--- config.mk ---
export PLATFORM = sky130hd
export DESIGN_NAME = sha1_message_digest
export DESIGN_NICKNAME = d
export VERILOG_FILES = /design/src/rtl/core/sha1md_pkg.sv /design/src/rtl/core/sha1md_sched.sv /design/src/rtl/core/sha1md_round.sv /design/src/rtl/core/sha1_message_digest.sv
export SDC_FILE = /design/constraint.sdc
export NUM_CORES = 2
export LEC_CHECK = 0
export ABC_AREA = 1
export BUFFER_PORTS_ARGS = -buffer_cell sky130_fd_sc_hd__buf_2
export CAP_MARGIN = 0
export CELL_PAD_IN_SITES_DETAIL_PLACEMENT = 0
export CELL_PAD_IN_SITES_GLOBAL_PLACEMENT = 2
export CORE_MARGIN = 5
export CORE_UTILIZATION = 35
export CTS_CLUSTER_SIZE = 40
export DETAILED_ROUTE_END_ITERATION = 8
export GPL_TIMING_DRIVEN = 0
export PLACE_DENSITY = 0.72
export REMOVE_ABC_BUFFERS = 1
export SLEW_MARGIN = 20
export SYNTH_ARGS = -nofsm -noshare
export SYNTH_HDL_FRONTEND = slang
export SYNTH_SLANG_ARGS = --single-unit
--- constraint.sdc ---
create_clock -name clk -period 21.8 [get_ports clk]
set_input_delay 4.36 -clock clk [delete_from_list [all_inputs] [get_ports clk]]
set_output_delay 4.36 -clock clk [all_outputs]
set_load 0.1 [all_outputs]
--- src/rtl/core/sha1md_pkg.sv ---
package sha1md_pkg;

  // five 32-bit chaining words, index 0 is the most significant digest word
  typedef logic [0:4][31:0] chain_t;

  // standard initial hash values
  localparam chain_t H_INIT = '{
    32'h6745_2301, 32'hEFCD_AB89, 32'h98BA_DCFE, 32'h1032_5476, 32'hC3D2_E1F0
  };

  localparam int unsigned ROUNDS    = 80;
  localparam int unsigned RND_W     = 7;
  localparam logic [5:0]  LEN_FILL  = 6'd56;
  localparam logic [7:0]  PAD_MARK  = 8'h80;

  // round control from the sequencer
  typedef struct packed {
    logic             init;   // chain words back to initial values
    logic             load;   // working words take the chain words
    logic             step;   // one compression round
    logic             add;    // fold working words into the chain
    logic [RND_W-1:0] rnd;    // current round number
  } rnd_ctl_t;

  // message window control
  typedef struct packed {
    logic       byte_en;  // shift a message byte in
    logic [7:0] byte_val;
    logic       shift_en; // advance the schedule by one word
  } sched_ctl_t;

  function automatic logic [31:0] rotl(input logic [31:0] x, input int unsigned n);
    rotl = (x << n) | (x >> (32 - n));
  endfunction

  // round constant for each group of twenty rounds
  function automatic logic [31:0] round_k(input logic [RND_W-1:0] rnd);
    logic [31:0] k;
    if (rnd < 7'd20) begin
      k = 32'h5A82_7999;
    end else if (rnd < 7'd40) begin
      k = 32'h6ED9_EBA1;
    end else if (rnd < 7'd60) begin
      k = 32'h8F1B_BCDC;
    end else begin
      k = 32'hCA62_C1D6;
    end
    return k;
  endfunction

endpackage

--- src/rtl/core/sha1md_sched.sv ---
module sha1md_sched (
  input  logic                   clk,
  input  sha1md_pkg::sched_ctl_t ctl,
  output logic [31:0]            w_cur
);
  import sha1md_pkg::*;

  // sixteen-word window, word 0 at the top; bytes enter at the bottom
  logic [511:0] win_r;
  logic [511:0] win_nxt;
  logic [31:0]  w_new;

  // next schedule word from taps 0, 2, 8 and 13
  assign w_new = rotl(win_r[511-32*13 -: 32] ^ win_r[511-32*8 -: 32] ^
                      win_r[511-32*2 -: 32] ^ win_r[511 -: 32], 1);
  assign w_cur = win_r[511 -: 32];

  // window update
  always_comb begin
    win_nxt = win_r;
    if (ctl.byte_en) begin
      win_nxt = {win_r[503:0], ctl.byte_val};
    end else if (ctl.shift_en) begin
      win_nxt = {win_r[479:0], w_new};
    end
  end

  always_ff @(posedge clk) begin
    win_r <= win_nxt;
  end

endmodule

--- src/rtl/core/sha1md_round.sv ---
module sha1md_round (
  input  logic                 clk,
  input  logic                 rst_n,
  input  sha1md_pkg::rnd_ctl_t ctl,
  input  logic [31:0]          w_cur,
  output sha1md_pkg::chain_t   chain
);
  import sha1md_pkg::*;

  chain_t      chain_r, chain_nxt;
  logic [31:0] a_r, b_r, c_r, d_r, e_r;
  logic [31:0] a_nxt, b_nxt, c_nxt, d_nxt, e_nxt;
  logic [31:0] f;
  logic [31:0] t;

  assign chain = chain_r;

  // round function by group
  always_comb begin
    if (ctl.rnd inside {[7'd0:7'd19]}) begin
      f = (b_r & c_r) | (~b_r & d_r);
    end else if (ctl.rnd inside {[7'd40:7'd59]}) begin
      f = (b_r & c_r) | (b_r & d_r) | (c_r & d_r);
    end else begin
      f = b_r ^ c_r ^ d_r;
    end
  end

  // shared round adder
  assign t = rotl(a_r, 5) + f + e_r + w_cur + round_k(ctl.rnd);

  // working and chain word update
  always_comb begin
    a_nxt     = a_r;
    b_nxt     = b_r;
    c_nxt     = c_r;
    d_nxt     = d_r;
    e_nxt     = e_r;
    chain_nxt = chain_r;
    if (ctl.load) begin
      a_nxt = chain_r[0];
      b_nxt = chain_r[1];
      c_nxt = chain_r[2];
      d_nxt = chain_r[3];
      e_nxt = chain_r[4];
    end else if (ctl.step) begin
      a_nxt = t;
      b_nxt = a_r;
      c_nxt = rotl(b_r, 30);
      d_nxt = c_r;
      e_nxt = d_r;
    end
    if (ctl.init) begin
      chain_nxt = H_INIT;
    end else if (ctl.add) begin
      chain_nxt[0] = chain_r[0] + a_r;
      chain_nxt[1] = chain_r[1] + b_r;
      chain_nxt[2] = chain_r[2] + c_r;
      chain_nxt[3] = chain_r[3] + d_r;
      chain_nxt[4] = chain_r[4] + e_r;
    end
  end

  always_ff @(posedge clk) begin
    if (!rst_n) begin
      chain_r <= H_INIT;
    end else begin
      chain_r <= chain_nxt;
    end
  end

  always_ff @(posedge clk) begin
    a_r <= a_nxt;
    b_r <= b_nxt;
    c_r <= c_nxt;
    d_r <= d_nxt;
    e_r <= e_nxt;
  end

endmodule

--- src/rtl/core/sha1_message_digest.sv ---
// Byte-serial SHA-1 engine: a data request is taken in idle; one that fills a block
// starts 80 rounds on one shared round adder, then the chain add. A finish request
// pads 9 to 72 bytes, one byte per cycle outside compressions, runs one or two
// compressions, then offers five digest words, one per cycle while out_ready is high.
// Synchronous active-low reset restores the initial chain words and clears
// the fill count, bit count and overflow flag; the block buffer is not cleared.
module sha1_message_digest (
  input  logic        clk,
  input  logic        rst_n,
  input  logic        in_valid,
  output logic        in_ready,
  input  logic        in_kind,
  input  logic [7:0]  in_data_byte,
  output logic        out_valid,
  input  logic        out_ready,
  output logic [31:0] out_digest_word,
  output logic [2:0]  out_word_number,
  output logic        out_last_word,
  output logic        out_too_long
);
  import sha1md_pkg::*;

  // sequencer states
  localparam logic [2:0] ST_IDLE = 3'd0;
  localparam logic [2:0] ST_PAD  = 3'd1;
  localparam logic [2:0] ST_COMP = 3'd2;
  localparam logic [2:0] ST_ADD  = 3'd3;
  localparam logic [2:0] ST_OUT  = 3'd4;

  // padding phases
  localparam logic [2:0] PS_NONE = 3'd0;
  localparam logic [2:0] PS_MARK = 3'd1;
  localparam logic [2:0] PS_ZERO = 3'd2;
  localparam logic [2:0] PS_LEN  = 3'd3;
  localparam logic [2:0] PS_DONE = 3'd4;

  localparam logic [2:0] LAST_WORD = 3'd4;

  logic [2:0]       state_r, state_nxt;
  logic [2:0]       pad_r, pad_nxt;
  logic [2:0]       len_idx_r, len_idx_nxt;
  logic [5:0]       fill_r, fill_nxt;
  logic [63:0]      bitlen_r, bitlen_nxt;
  logic             flag_r, flag_nxt;
  logic [RND_W-1:0] rnd_r, rnd_nxt;
  logic [2:0]       out_cnt_r, out_cnt_nxt;

  logic             push;
  logic [7:0]       push_byte;
  logic [64:0]      bitlen_sum;
  logic [7:0]       len_byte;
  rnd_ctl_t         rctl;
  sched_ctl_t       sctl;
  chain_t           chain;
  logic [31:0]      w_cur;

  assign bitlen_sum = {1'b0, bitlen_r} + 65'd8;
  assign len_byte   = bitlen_r[8*(7-len_idx_r) +: 8];

  // sequencer
  always_comb begin
    state_nxt   = state_r;
    pad_nxt     = pad_r;
    len_idx_nxt = len_idx_r;
    fill_nxt    = fill_r;
    bitlen_nxt  = bitlen_r;
    flag_nxt    = flag_r;
    rnd_nxt     = rnd_r;
    out_cnt_nxt = out_cnt_r;
    push        = 1'b0;
    push_byte   = 8'h00;
    rctl        = '0;
    rctl.rnd    = rnd_r;
    case (state_r)
      ST_IDLE: begin
        if (in_valid) begin
          if (in_kind) begin
            pad_nxt   = PS_MARK;
            state_nxt = ST_PAD;
          end else if (!flag_r) begin
            push       = 1'b1;
            push_byte  = in_data_byte;
            bitlen_nxt = bitlen_sum[63:0];
            flag_nxt   = bitlen_sum[64];
          end
        end
      end
      ST_PAD: begin
        push = 1'b1;
        case (pad_r)
          PS_MARK: begin
            push_byte = PAD_MARK;
            pad_nxt   = PS_ZERO;
          end
          PS_ZERO: begin
            if (fill_r == LEN_FILL) begin
              push_byte   = len_byte;
              len_idx_nxt = 3'd1;
              pad_nxt     = PS_LEN;
            end
          end
          PS_LEN: begin
            push_byte   = len_byte;
            len_idx_nxt = len_idx_r + 3'd1;
            if (len_idx_r == 3'd7) begin
              pad_nxt = PS_DONE;
            end
          end
          default: begin
            push = 1'b0;
          end
        endcase
      end
      ST_COMP: begin
        rctl.step = 1'b1;
        rnd_nxt   = rnd_r + 1'b1;
        if (rnd_r == RND_W'(ROUNDS - 1)) begin
          state_nxt = ST_ADD;
        end
      end
      ST_ADD: begin
        rctl.add = 1'b1;
        rnd_nxt  = '0;
        if (pad_r == PS_NONE) begin
          state_nxt = ST_IDLE;
        end else if (pad_r == PS_DONE) begin
          out_cnt_nxt = '0;
          state_nxt   = ST_OUT;
        end else begin
          state_nxt = ST_PAD;
        end
      end
      ST_OUT: begin
        if (out_ready) begin
          out_cnt_nxt = out_cnt_r + 3'd1;
          if (out_cnt_r == LAST_WORD) begin
            rctl.init  = 1'b1;
            fill_nxt   = '0;
            bitlen_nxt = '0;
            flag_nxt   = 1'b0;
            pad_nxt    = PS_NONE;
            state_nxt  = ST_IDLE;
          end
        end
      end
      default: begin
        state_nxt = ST_IDLE;
      end
    endcase
    // byte append, full block starts compression
    if (push) begin
      fill_nxt = fill_r + 6'd1;
      if (fill_r == 6'd63) begin
        rctl.load = 1'b1;
        rnd_nxt   = '0;
        state_nxt = ST_COMP;
      end
    end
  end

  always_comb begin
    sctl.byte_en  = push;
    sctl.byte_val = push_byte;
    sctl.shift_en = (state_r == ST_COMP);
  end

  always_ff @(posedge clk) begin
    if (!rst_n) begin
      state_r   <= ST_IDLE;
      pad_r     <= PS_NONE;
      len_idx_r <= '0;
      fill_r    <= '0;
      bitlen_r  <= '0;
      flag_r    <= 1'b0;
      rnd_r     <= '0;
      out_cnt_r <= '0;
    end else begin
      state_r   <= state_nxt;
      pad_r     <= pad_nxt;
      len_idx_r <= len_idx_nxt;
      fill_r    <= fill_nxt;
      bitlen_r  <= bitlen_nxt;
      flag_r    <= flag_nxt;
      rnd_r     <= rnd_nxt;
      out_cnt_r <= out_cnt_nxt;
    end
  end

  sha1md_sched u_sched (
    .clk   (clk),
    .ctl   (sctl),
    .w_cur (w_cur)
  );

  sha1md_round u_round (
    .clk   (clk),
    .rst_n (rst_n),
    .ctl   (rctl),
    .w_cur (w_cur),
    .chain (chain)
  );

  // handshake and result fields
  assign in_ready        = (state_r == ST_IDLE);
  assign out_valid       = (state_r == ST_OUT);
  assign out_digest_word = chain[out_cnt_r];
  assign out_word_number = out_cnt_r;
  assign out_last_word   = (out_cnt_r == LAST_WORD);
  assign out_too_long    = flag_r;

  // no request taken while a digest is offered
  assert property (@(posedge clk) disable iff (!rst_n) !(out_valid && in_ready))
    else $error("input ready while digest offered");

  // round counter stays within the compression
  assert property (@(posedge clk) disable iff (!rst_n)
    (state_r == ST_COMP) |-> (rnd_r < RND_W'(ROUNDS)))
    else $error("round counter out of range");

  // last digest word returns the engine to idle with a fresh state
  assert property (@(posedge clk) disable iff (!rst_n)
    (out_valid && out_ready && out_last_word) |=>
      (in_ready && fill_r == 6'd0 && !flag_r && bitlen_r == 64'd0))
    else $error("engine not reinitialized after digest");

  // word number stays within the digest while offered
  assert property (@(posedge clk) disable iff (!rst_n)
    out_valid |-> (out_word_number <= LAST_WORD))
    else $error("digest word number out of range");

  // compression ends in the chain add
  assert property (@(posedge clk) disable iff (!rst_n)
    (state_r == ST_COMP && rnd_r == RND_W'(ROUNDS - 1)) |=> (state_r == ST_ADD))
    else $error("compression did not end in chain add");

endmodule

Word level (Yosys, flattened, before mapping):

Cells that the tools add are included.
W data, S select, Z words.

* output and inout bits: 39
* register bits: 922

* eq/ne operators: 25
* mux-type cells: 81
* magnitude comparators: 8
* $add $sub $neg: 15
* reductions and logical operators: 21
* bitwise logic cells: 18
* shift operators: 1

Operators by type and width (number)
* $mux W512: 2
* $mux W32: 16
* $mux W64: 5
* $add A32 B32 Y32: 9
* $xor A32 B32 Y32: 5
* $and A32 B32 Y32: 4
* $pmux W64 S2: 1
* $bmux W32 S3: 1
* $or A32 B32 Y32: 3
* $add A64 B4 Y65 const B: 1
* $shiftx A64 B33 Y8: 1
* $mux W3: 19
* $mux W8: 4
* $not A32 Y32: 1
* $or A32 B1 Y32: 1
* $or A32 B30 Y32: 1
* $or A32 B5 Y32: 1
* $mux W31: 1
* $mux W6: 4
* $pmux W8 S3: 1
* $pmux W3 S3: 2
* $mux W1: 16
* $pmux W8 S2: 1
* $reduce_bool A2 Y1: 8
* other kinds (37): 61

Depth between registers and ports, before layout:

* word-level depth: 11
* depth in mapped cells: 28

Modules after synthesis:

From an unflattened synthesis, not the netlist that was laid out.

* cells, all modules: 8045
* area total of the unflattened synthesis: 59714.8 sq um

By module, submodules not included
* sha1md_round: times used 1, seq. area each 8007.7 sq um, area each 28830.2 sq um, cells each 4275
* sha1md_sched: times used 1, seq. area each 15374.7 sq um, area each 23774.1 sq um, cells each 2551
* sha1_message_digest: times used 1, seq. area each 1741.7 sq um, area each 7110.6 sq um, cells each 1219

Worst setup path before layout:

OpenSTA, ideal clock, no wires.

* path type: in2reg
* start point: in in_kind
* end point: reg u_sched.win_r[0], enable pin
* setup slack: 4645 ps
* required time: 18154 ps
* path buffers: 2
* arrival: 13509 ps
* stages: 9
* cell sequence: inv_1 > nand2_1 > nor2_4 > inv_2 > nand2_4 > inv_2 > buf_2 > clkbuf_1 > nand2_1

* longest elaborated chain between the ends: 4

Ends and longest elaborated chain
* start: declaration: line sha1_message_digest.sv:12 `input logic in_kind,`
* $mux W1: line sha1_message_digest.sv:77 `if (in_kind) begin`
* $mux W1: line sha1_message_digest.sv:76 `if (in_valid) begin`
* $pmux W1 S2: line sha1_message_digest.sv:74 `case (state_r)`
* $reduce_bool A2 Y1 (no line)
* end signal: assignment: line sha1md_sched.sv:29 `win_r <= win_nxt;`
* end: declaration: line sha1md_sched.sv:9 `logic [511:0] win_r;`

No other way between the ends.
A chain may end at the register's enable or synchronous reset.

Worst setup path after layout:

* start point: in in_valid
* end point: reg u_sched.win_r[186], enable pin

* longest elaborated chain between the ends: 3

Ends and longest elaborated chain
* start: declaration: line sha1_message_digest.sv:10 `input logic in_valid,`
* $mux W1: line sha1_message_digest.sv:76
* $pmux W1 S2: line sha1_message_digest.sv:74
* $reduce_bool A2 Y1 (no line)

No other way between the ends.

==> impl_results.md <==
- Area Growth Syn to Fin: 11.5%
- Root Buffer: clkbuf_16
- Final wirelength: 209000 um
- Clock latency on the worst-skew pair: 770 ps
- Clk_skew: 42.6 ps
- Post-CTS resize count: 0
- Postcts setup bufs: 0
- Post-synth ARST share: 0
- Main flop type after synthesis: edfxtp_1
- Crit path max fanout: 109
- Post-Synthesis Cells: 7660
- Leak pwr: 0.0286 uW
- Worst EP arrival: 8490 ps
- Netlist cell types: 48
- Cts bufs inserted: 111
- Period utilization: 0.370
- RSZ-0062 raised after global routing: false
- Worst setup SP type: input port
- Register Area: 25100 um2
- Setup TNS: 0 ps
- Die Wd: 418 um
- Mean Syn Cell Area: 7.61 um2
- Total GRT Usage: 0.234
- RR Startpoint: rnd_r[4]
- Largest net degree at the start of global routing: 135
- Synth top area cells: edfxtp_1 35%, nand2_1 18%, dfxtp_1 8.5%
- Hold crit path type: flop to flop
- Reg2Reg Depth: 20
- Vias per cell: 5.07
- Multi-input logic area: 28700 um2
- Top-area cell type share of the netlist area: 0.346
- Io pins: 52
- Clk slew on worst S/H paths: 60 ps
- Seq/Total Area, Yosys: 0.431
- Post-DP HPWL: 159000 um
- Num rows: 149
- Grt ovf: 0
- Die extent in y: 418 um
- Share of cells above drive strength 1: 0.0410
- Maxcap violations: 0
- Critical path required time: 22220 ps
- Initial antenna violation count: 7
- Crit end category: flop
- Slew of the pin with the lowest slew margin: 1210 ps
- Min Tclk post-route: 8070 ps
- Hold Startpoint: u_round.chain[64]
- Placed Cells: 9676
- Global-route wire length before repair: 311000 um
- Hold Crit Depth: 2
- Run status: complete, no violations
- Tot Pwr: 4670 uW
- Area leader, netlist: edfxtp_1
- Initial DRC Count: 4167
- Worst R2R End: u_round.a_r[31]
- Core Region: 165000 um2
- Slew Limit Fails: 0
- Peak VDD IR: 0.0000610 V
- Finished Layout Cells: 9887
- Peak Freq: 124 MHz
- Cell area after synthesis: 58300 um2
- Reg2Reg Setup Slack: 15530 ps
- Die Footprint: 175000 um2
- Yosys warnings: 0
- # clock sinks: 919
- GPL Wtd Cong: 0.919
- Final ANT Viol Nets: 0
- Fillers: 17600
- Initial core utilization: 0.353
- Layout Nets: 7939
- Post-synth EDFFs: 672
- PwrDens: 71.9 nW/um2
- Crit Path Class: input port to flop
- Final setup viols: 0
- FF+latch count, synth: 919
- # hold bufs at CTS: 0
- DR WL/cell: 21.1 um
- Relative slew slack: 0.191
- H-Tree Level Count: 3
- I/O Buffers: 51
- Via count: 50100
- TritonCTS clock tree: done
- Min-Delay Endpoint: u_round.chain[64]
- N_diodes: 0
- Drt drc: 0
- Drt pass-1 iters: 5
- Vias in the first global route: 48000
- Final hold violation count: 0
- Maximum clock path buffer count: 3
==> logic make-up after synthesis <==
logic type	share of synthesized area
AO/OA/AOI/OAI	0.104
buffers and inverters	0.0782
flip-flops	0.431
adder cells (fa/ha/maj)	0.0861
XOR/XNOR	0.0254
AND/OR/NAND/NOR	0.270
multiplexers	0.00498
==> cell type report <==
class	instances	share of cell area
timing repair buffer	92	0.0203
sequential	919	0.387
clock inverter	64	0.0125
tap	2189	0.0421
multi-input combinational	5594	0.441
inverter	882	0.0514
clock buffer	147	0.0462
==> power breakdown <==
| group | internal (uW) | switching, uW | leakage, uW |
|---|---|---|---|
| registers | 2030 | 64.4 | 0.00826 |
| logic | 197 | 409 | 0.0185 |
| clock network | 1160 | 810 | 0.00186 |
==> Yosys cell counts, drive strengths merged (29+ instances only) <==
cell	number
o31ai	34
nand2	2873
inv	877
fa	125
o21ai	494
a21oi	495
o21bai	29
xnor2	101
nand4	94
nor3	55
nand3	365
dfxtp	247
clkbuf	95
xor2	68
o211ai	29
edfxtp	672
nor2	483
buf	170
ha	201
==> critical path, cell delays in order <==
cell	delay, ps
buf_2	160
nand2_1	140
nor2_4	570
inv_2	170
nand2_8	270
buf_16	360
inv_8	240
nand2_4	360
buf_16	300
buf_16	290
buf_16	290
buf_16	290
buf_12	260
==> stage by stage <==
stage                      util  setup slack [ps]  instance area [um2]  hold slack (ps)
after floorplan               -             -6060                57000              455
after global placement    0.363            -24010                60000              473
after detailed placement  0.371             12950                61200              479
after CTS                 0.394             13770                65000              489
after global routing      0.394             13530                65000              524
final                     0.394             13730                65000              487
==> worst max-delay path by stage <==
stage,endpoint,depth (start not counted),from,slack [ps]
6_report,u_sched.win_r[186],13,in_valid,13730
5_1_grt,u_sched.win_r[281],14,in_kind,13530
4_1_cts,u_sched.win_r[281],13,in_valid,13770
3_5_place_dp,u_sched.win_r[393],13,in_valid,12950
3_3_place_gp,u_sched.win_r[194],7,in_valid,-24010
2_1_floorplan,u_sched.win_r[0],7,in_kind,-6060
==> cells in the final DEF (no fill, tap or decap), types with 68 or more instances in the layout <==
master	n
a21oi_1	495
clkbuf_16	112
dfxtp_1	244
edfxtp_1	672
fa_1	125
ha_1	201
inv_1	865
nand2_1	2865
nand3_1	365
nand4_1	94
nor2_1	475
o21ai_0	338
o21ai_1	154
xnor2_1	101
xor2_1	68
==> per-layer routing <==
layer  track usage  routed length, um  vias to the layer above
met5             0                  0                        -
met4        0.0657               6420                        0
met3        0.0369              11100                      229
met2         0.372              93300                     1123
met1         0.331              98200                    24000
li1              -                  -                    24800
==> sequential cells by signal, summed over array words and instances (netlist names) <==
| name | count |
|---|---|
| bitlen_r | 61 |
| fill_r | 6 |
| len_idx_r | 3 |
| out_too_long | 1 |
| out_word_number | 3 |
| pad_r | 3 |
| rnd_r | 7 |
| state_r | 3 |
| u_round.a_r | 32 |
| u_round.b_r | 32 |
| u_round.c_r | 32 |
| u_round.chain | 160 |
| u_round.d_r | 32 |
| u_round.e_r | 32 |
| u_sched.win_r | 512 |
No activity file was read; power rests on OpenSTA's default activity.
